## config.mk

```make
export PLATFORM = sky130hd
export DESIGN_NAME = bfdh_ctrl
export DESIGN_NICKNAME = d
export VERILOG_FILES = /design/src/hdl/bfdh_pkg.sv /design/src/hdl/bfdh_ctrl.sv
export SDC_FILE = /design/constraint.sdc
export NUM_CORES = 1
export LEC_CHECK = 0
export ABC_AREA = 1
export BUFFER_PORTS_ARGS = -buffer_cell sky130_fd_sc_hd__buf_2
export CAP_MARGIN = 20
export CORE_UTILIZATION = 53
export DETAILED_ROUTE_END_ITERATION = 16
export PLACE_DENSITY = 0.79
export SKIP_CTS_REPAIR_TIMING = 1
export SYNTH_ARGS = -nofsm -noshare
export SYNTH_HDL_FRONTEND = slang
export SYNTH_SLANG_ARGS = --single-unit
```

## constraint.sdc

```tcl
create_clock -name aclk -period 2.85 [get_ports aclk]
set_input_delay 0.1425 -clock aclk [delete_from_list [all_inputs] [get_ports aclk]]
set_output_delay 0.1425 -clock aclk [all_outputs]
set_load 0.05 [all_outputs]
```

## src/hdl/bfdh_pkg.sv

```systemverilog
package bfdh_pkg;

    localparam int HASH_W     = 64;
    localparam int HALF_W     = 32;
    localparam int BYTE_W     = 8;
    localparam int BITS_W     = 17;
    localparam int HASHES_W   = 6;
    localparam int CFG_IDX_W  = 8;
    localparam int CFG_DATA_W = 17;

    localparam int DEF_MAX_BITS   = 65536;
    localparam int DEF_MAX_HASHES = 32;

    localparam logic [HASH_W-1:0] FNV_BASIS = 64'hCBF29CE484222325;
    // fnv prime is 2^40 + 0x1b3
    localparam int                FNV_SHIFT = 40;

    localparam logic [BITS_W-1:0]   BIT_COUNT_RST  = 17'd65536;
    localparam logic [HASHES_W-1:0] HASH_COUNT_RST = 6'd7;

    localparam logic [CFG_IDX_W-1:0] REG_BIT_COUNT  = 8'd0;
    localparam logic [CFG_IDX_W-1:0] REG_HASH_COUNT = 8'd1;

    // operand of the serial remainder unit
    localparam logic [1:0] SEL_H1   = 2'd0;
    localparam logic [1:0] SEL_H2   = 2'd1;
    localparam logic [1:0] SEL_ONES = 2'd2;

    localparam logic ACT_INSERT = 1'b0;
    localparam logic ACT_QUERY  = 1'b1;

    typedef struct packed {
        logic       clr_step;
        logic       load_item;
        logic       mix;
        logic       fin_start;
        logic       rem_step;
        logic       rem_last;
        logic [1:0] sel;
        logic       rem_load;
        logic [1:0] load_sel;
        logic       probe;
        logic       fix;
        logic       out_load;
    } ctrl_cmd_t;

    typedef struct packed {
        logic clr_last;
        logic probes_done;
        logic out_free;
    } dp_status_t;

endpackage

```

## src/hdl/bfdh_ctrl.sv

```systemverilog
module bfdh_ctrl (
    input  logic                   aclk,
    input  logic                   aresetn,
    input  logic                   s_axis_tvalid,
    input  logic                   s_axis_tlast,
    input  logic                   s_has_byte,
    output logic                   s_axis_tready,
    output bfdh_pkg::ctrl_cmd_t    cmd,
    input  bfdh_pkg::dp_status_t   status
);
    import bfdh_pkg::*;

    localparam logic [2:0] ST_CLEAR  = 3'd0;
    localparam logic [2:0] ST_IDLE   = 3'd1;
    localparam logic [2:0] ST_MIX    = 3'd2;
    localparam logic [2:0] ST_START  = 3'd3;
    localparam logic [2:0] ST_REM    = 3'd4;
    localparam logic [2:0] ST_PROBE  = 3'd5;
    localparam logic [2:0] ST_FIX    = 3'd6;
    localparam logic [2:0] ST_RESULT = 3'd7;

    localparam int STEP_W = $clog2(HASH_W);

    logic [2:0]        state_reg, state_next;
    logic              last_reg, last_next;
    logic [1:0]        sel_reg, sel_next;
    logic [STEP_W-1:0] step_reg, step_next;

    always_comb begin
        state_next    = state_reg;
        last_next     = last_reg;
        sel_next      = sel_reg;
        step_next     = step_reg;
        cmd           = '0;
        s_axis_tready = 1'b0;
        unique case (state_reg)
            ST_CLEAR: begin
                cmd.clr_step = 1'b1;
                if (status.clr_last) begin
                    state_next = ST_IDLE;
                end
            end
            ST_IDLE: begin
                s_axis_tready = 1'b1;
                if (s_axis_tvalid) begin
                    cmd.load_item = 1'b1;
                    last_next     = s_axis_tlast;
                    if (s_has_byte) begin
                        state_next = ST_MIX;
                    end else if (s_axis_tlast) begin
                        state_next = ST_START;
                    end
                end
            end
            ST_MIX: begin
                cmd.mix = 1'b1;
                state_next = last_reg ? ST_START : ST_IDLE;
            end
            ST_START: begin
                cmd.fin_start = 1'b1;
                sel_next      = SEL_H1;
                step_next     = '0;
                state_next    = ST_REM;
            end
            ST_REM: begin
                cmd.rem_step = 1'b1;
                cmd.sel      = sel_reg;
                step_next    = step_reg + 1'b1;
                if (step_reg == STEP_W'(HASH_W - 1)) begin
                    cmd.rem_last = 1'b1;
                    unique case (sel_reg)
                        SEL_H1: begin
                            cmd.rem_load = 1'b1;
                            cmd.load_sel = SEL_H2;
                            sel_next     = SEL_H2;
                        end
                        SEL_H2: begin
                            cmd.rem_load = 1'b1;
                            cmd.load_sel = SEL_ONES;
                            sel_next     = SEL_ONES;
                        end
                        default: begin
                            state_next = status.probes_done ? ST_RESULT : ST_PROBE;
                        end
                    endcase
                end
            end
            ST_PROBE: begin
                cmd.probe  = 1'b1;
                state_next = ST_FIX;
            end
            ST_FIX: begin
                cmd.fix    = 1'b1;
                state_next = status.probes_done ? ST_RESULT : ST_PROBE;
            end
            ST_RESULT: begin
                if (status.out_free) begin
                    cmd.out_load = 1'b1;
                    state_next   = ST_IDLE;
                end
            end
            default: begin
                state_next = ST_CLEAR;
            end
        endcase
    end

    always_ff @(posedge aclk) begin
        if (!aresetn) begin
            state_reg <= ST_CLEAR;
            last_reg  <= 1'b0;
            sel_reg   <= SEL_H1;
            step_reg  <= '0;
        end else begin
            state_reg <= state_next;
            last_reg  <= last_next;
            sel_reg   <= sel_next;
            step_reg  <= step_next;
        end
    end

endmodule

```

Word level (Yosys, flattened, before mapping):

Cells that the tools add are included.

* logic and storage cells: 56
* output and inout port bits: 15
* register bits: 12

* reduce and logical (&&, ||, !) cells: 7
* mux-type cells: 28
* equality and inequality tests: 16
* $add $sub $neg: 1

Operators by type and width (count)
* 3-bit 2-to-1 mux: 8
* 3-bit case mux with 8 select lines: 1
* 3-bit == test, second input constant: 4
* 6-bit case mux with 2 select lines: 1
* 1-bit 2-to-1 mux: 11
* 2-bit inequality test, second input constant: 5
* 2-bit case mux with 2 select lines: 2
* 7-bit 2-to-1 mux: 1
* 6-bit by 1-bit adder with 6-bit output, second input constant: 1
* 3-bit by 2-bit == test with 1-bit output, second input constant: 2
* 6-bit == test, second input constant: 1
* 2-bit 2-to-1 mux: 3
* 3-bit case mux with 2 select lines: 1
* 6-bit AND reduction: 1
* 3-bit by 1-bit == test with 1-bit output, second input constant: 1
* 3-bit zero test: 1
* 3-bit by 1-bit inequality test with 1-bit output, second input constant: 1
* 3-bit inequality test, second input constant: 1
* 3-bit AND reduction: 1
* 2-bit by 1-bit == test with 1-bit output, second input constant: 1
* 2-bit zero test: 1
* 2-bit AND reduction: 1
* 2-bit nonzero test: 1
* 2-bit OR reduction: 1

Logic depth before layout (Yosys ltp):

* word-level depth: 5
* depth in mapped cells: 10
* gate-level depth less buffers: 9

Least setup slack after synthesis:

Ideal clock, no wire load.

* path type: register to output
* start point: register step_reg[0]
* end point: output port cmd[3] (netlist bit)
* slack: 383 ps
* cell stages (with the launch flop): 8
* arrival: 2325 ps
* data required time: 2707 ps
* path through: dfxtp_1 -> ha_1 -> nand3_2 -> nor2_2 -> inv_1 -> nor2_4 -> inv_1 -> nor3_1

RTL lines
* start, declared: RTL line bfdh_ctrl.sv:27 `logic [STEP_W-1:0] step_reg, step_next;`
* start signal, assigned: RTL line bfdh_ctrl.sv:118 `step_reg <= step_next;`
* end, declared: RTL line bfdh_ctrl.sv:8 `output bfdh_pkg::ctrl_cmd_t cmd,`

==> impl_metrics.json <==
{
  "grt_antenna_before_repair": 0,
  "grt_max_degree": 10,
  "leakagePower_nw": 0.478,
  "cp_common_cell": "inv_1",
  "num_vias": 814,
  "fmax_mhz": 502,
  "diodes": 0,
  "total_power_w": 0.000708,
  "status": "completed",
  "skew_ns": 0.000871,
  "drc": 0,
  "synthCells": 123,
  "relSlewSlack": 0.757,
  "peakVddDrop_mv": 0.425,
  "rsz0062_at_grt": "false",
  "viasPerCell": 5.02,
  "crit_path_max_fanout": 5,
  "grt_pass1_wl_microns": 2640,
  "syn_area_per_cell_sq_um": 6.44,
  "cp_cell_sequence": "ha_1 > nand3_2 > nor2_2 > inv_1 > nor2_4 > inv_1 > nor3_1 > buf_2",
  "area_delta_synth_final_pct": 18.8,
  "synth-seq-cells": 12,
  "tightest_slew_ns": 0.364,
  "clk_pin_slew_ns": 0.07,
  "start_kind": "register",
  "final_layout_size_suffix_gt1_frac": 0.306,
  "dp_hpwl_microns": 1260,
  "htree_levels": 1,
  "largest_register_ff_count": 6,
  "fp.dieArea_sq_um": 1650,
  "overflow": 0,
  "clock-sinks": 12,
  "start_util": 0.587,
  "fin_tns_setup_ns": 0,
  "fp.coreArea_sq_um": 1350,
  "io_buffers": 22,
  "setup_violations": 0,
  "cts_inserted_buffers": 3,
  "max_stage_delay_ns": 0.41,
  "finalNetCount": 157,
  "root_buffer": "clkbuf_4",
  "cp.arrival_ns": 1.85,
  "grt_pass1_vias": 673,
  "clk_latency_ns": 0.27,
  "die_h_microns": 40.7,
  "yosysSeqAreaShare": 0.303,
  "ys_warn_count": 0,
  "synth_cell_types": 22,
  "io-pin-count": 23,
  "drt-pass1-iter-count": 4,
  "period_needed_ns": 1.99,
  "cts_tree": "done",
  "synth_nets": 132,
  "slew_violations": 0,
  "fp.dieW_microns": 40.7,
  "hold_class": "in2reg",
  "fin_crit_sh": 0.698,
  "cts_buffer_depth": 2,
  "netlist_area_sq_um": 792,
  "crit_type": "reg2out",
  "max_cap_viol_count": 0,
  "cpMaxStageDelayCell": "dfxtp_1",
  "ant_nets": 0,
  "crit_required_ns": 2.71,
  "num-fill-cells": 133,
  "power_density_nw_per_um2": 752,
  "end_kind": "output port",
  "finalHoldViolCount": 0,
  "place_congestion": 0.812,
  "rows": 13,
  "grt_util_all_layers": 0.237,
  "finalWirelength_microns": 1600,
  "drt-wirelength-per-cell_microns": 9.88,
  "initialDrtViolationCount": 18
}
==> cells in the final DEF, fill, tap and decap left out <==
cell type  synthesis  final
a22oi_1            1      1
dfxtp_1           12     12
a31o_2             1      1
nand3_1            8      8
nand3b_1           2      2
o21ai_0            6      6
nand3_2            1      1
inv_2              4      4
nand2_1           27     27
clkbuf_8           0      1
nor2_1            14     14
nor2_4             5      5
or2_2              1      1
buf_2              1     22
nand4_1            1      1
nor3_1             2      2
o21ai_1            1      1
inv_1             16     16
ha_1               1      1
a21oi_1           11     11
nor2_2             4      4
nand2_2            3      3
clkbuf_4           0      3
==> metrics by stage <==
| stage | worst slack [ns] | hold WS, ns | util | cell area (sq um) | cells |
|---|---|---|---|---|---|
| 2_1_floorplan | 0.383 | 0.305 | - | 792 | 123 |
| 3_3_place_gp | 1.26 | 0.412 | 0.670 | 905 | 158 |
| 3_5_place_dp | 1.16 | 0.415 | 0.670 | 905 | 158 |
| 4_1_cts | 0.848 | 0.129 | 0.697 | 941 | 162 |
| 5_1_grt | 0.602 | 0.190 | 0.697 | 941 | 162 |
| 6_report | 0.860 | 0.135 | 0.697 | 941 | 162 |
==> cells by family (layout without fill, tap and decap cells) <==
logic type | after synthesis | count (layout) | share of synthesized area
AND/OR/NAND/NOR | 68 | 68 | 0.431
buffers and inverters | 22 | 46 | 0.115
AO/OA/AOI/OAI | 20 | 20 | 0.134
flip-flops | 12 | 12 | 0.303
adder cells (fa/ha/maj) | 1 | 1 | 0.0158
==> worst max-delay path, delay by kind of cell (launching register included) <==
family	cells	cell delay, ns
adder cells (fa/ha/maj)	1	0.24
flip-flops	1	0.41
AND/OR/NAND/NOR	4	0.49
buffers and inverters	3	0.43
==> where the power goes <==
| group | internal, W | total (W) | switching (W) |
|---|---|---|---|
| clock network | 0.0000776 | 0.000132 | 0.0000545 |
| registers | 0.000187 | 0.000220 | 0.0000329 |
| logic | 0.0000990 | 0.000356 | 0.000257 |
| total | 0.000364 | 0.000708 | 0.000344 |
==> worst paths after layout <==
| check | slack [ns] | start | cells after the start | endpoint |
|---|---|---|---|---|
| setup / recovery | 0.86 | step_reg[0] | 8 | cmd[3] |
| hold / removal | 0.13 | s_axis_tlast | 3 | last_reg |
| setup reg to reg | 1.43 | step_reg[0] | 8 | state_reg[0] |
| hold reg to reg | 0.49 | sel_reg[0] | 2 | sel_reg[0] |
==> cell type report <==
cell class,instances,area (sq um),area share
Inverter,20,75.1,0.0798
Multi-Input combinational cell,89,460,0.489
Clock buffer,4,36.3,0.0386
Timing Repair Buffer,22,110,0.117
Sequential cell,12,240,0.255
Tap cell,15,18.8,0.0199
==> cell usage after synthesis <==
cell | instances | share of area
nand3b_1 | 2 | 0.019
nor2_1 | 14 | 0.066
inv_2 | 4 | 0.019
nor2_2 | 4 | 0.032
nand3_2 | 1 | 0.013
a21oi_1 | 11 | 0.070
nor3_1 | 2 | 0.013
nor2_4 | 5 | 0.071
nand2_1 | 27 | 0.13
a31o_2 | 1 | 0.011
nand2_2 | 3 | 0.024
o21ai_1 | 1 | 0.0063
a22oi_1 | 1 | 0.0095
buf_6 | 1 | 0.014
nand4_1 | 1 | 0.0079
nand3_1 | 8 | 0.051
o21ai_0 | 6 | 0.038
dfxtp_1 | 12 | 0.30
inv_1 | 16 | 0.076
ha_1 | 1 | 0.016
buf_2 | 1 | 0.0063
or2_2 | 1 | 0.0079
==> metal layers <==
| layer | up-vias | part of all wire | GRT usage |
|---|---|---|---|
| li1 | 439 | - | - |
| met2 | 30 | 0.45 | 0.385 |
| met5 | - | 0 | 0 |
| met3 | 0 | 0.069 | 0.0978 |
| met4 | 0 | 0 | 0.0250 |
| met1 | 345 | 0.48 | 0.302 |
Power figures use the tool's default switching activity.
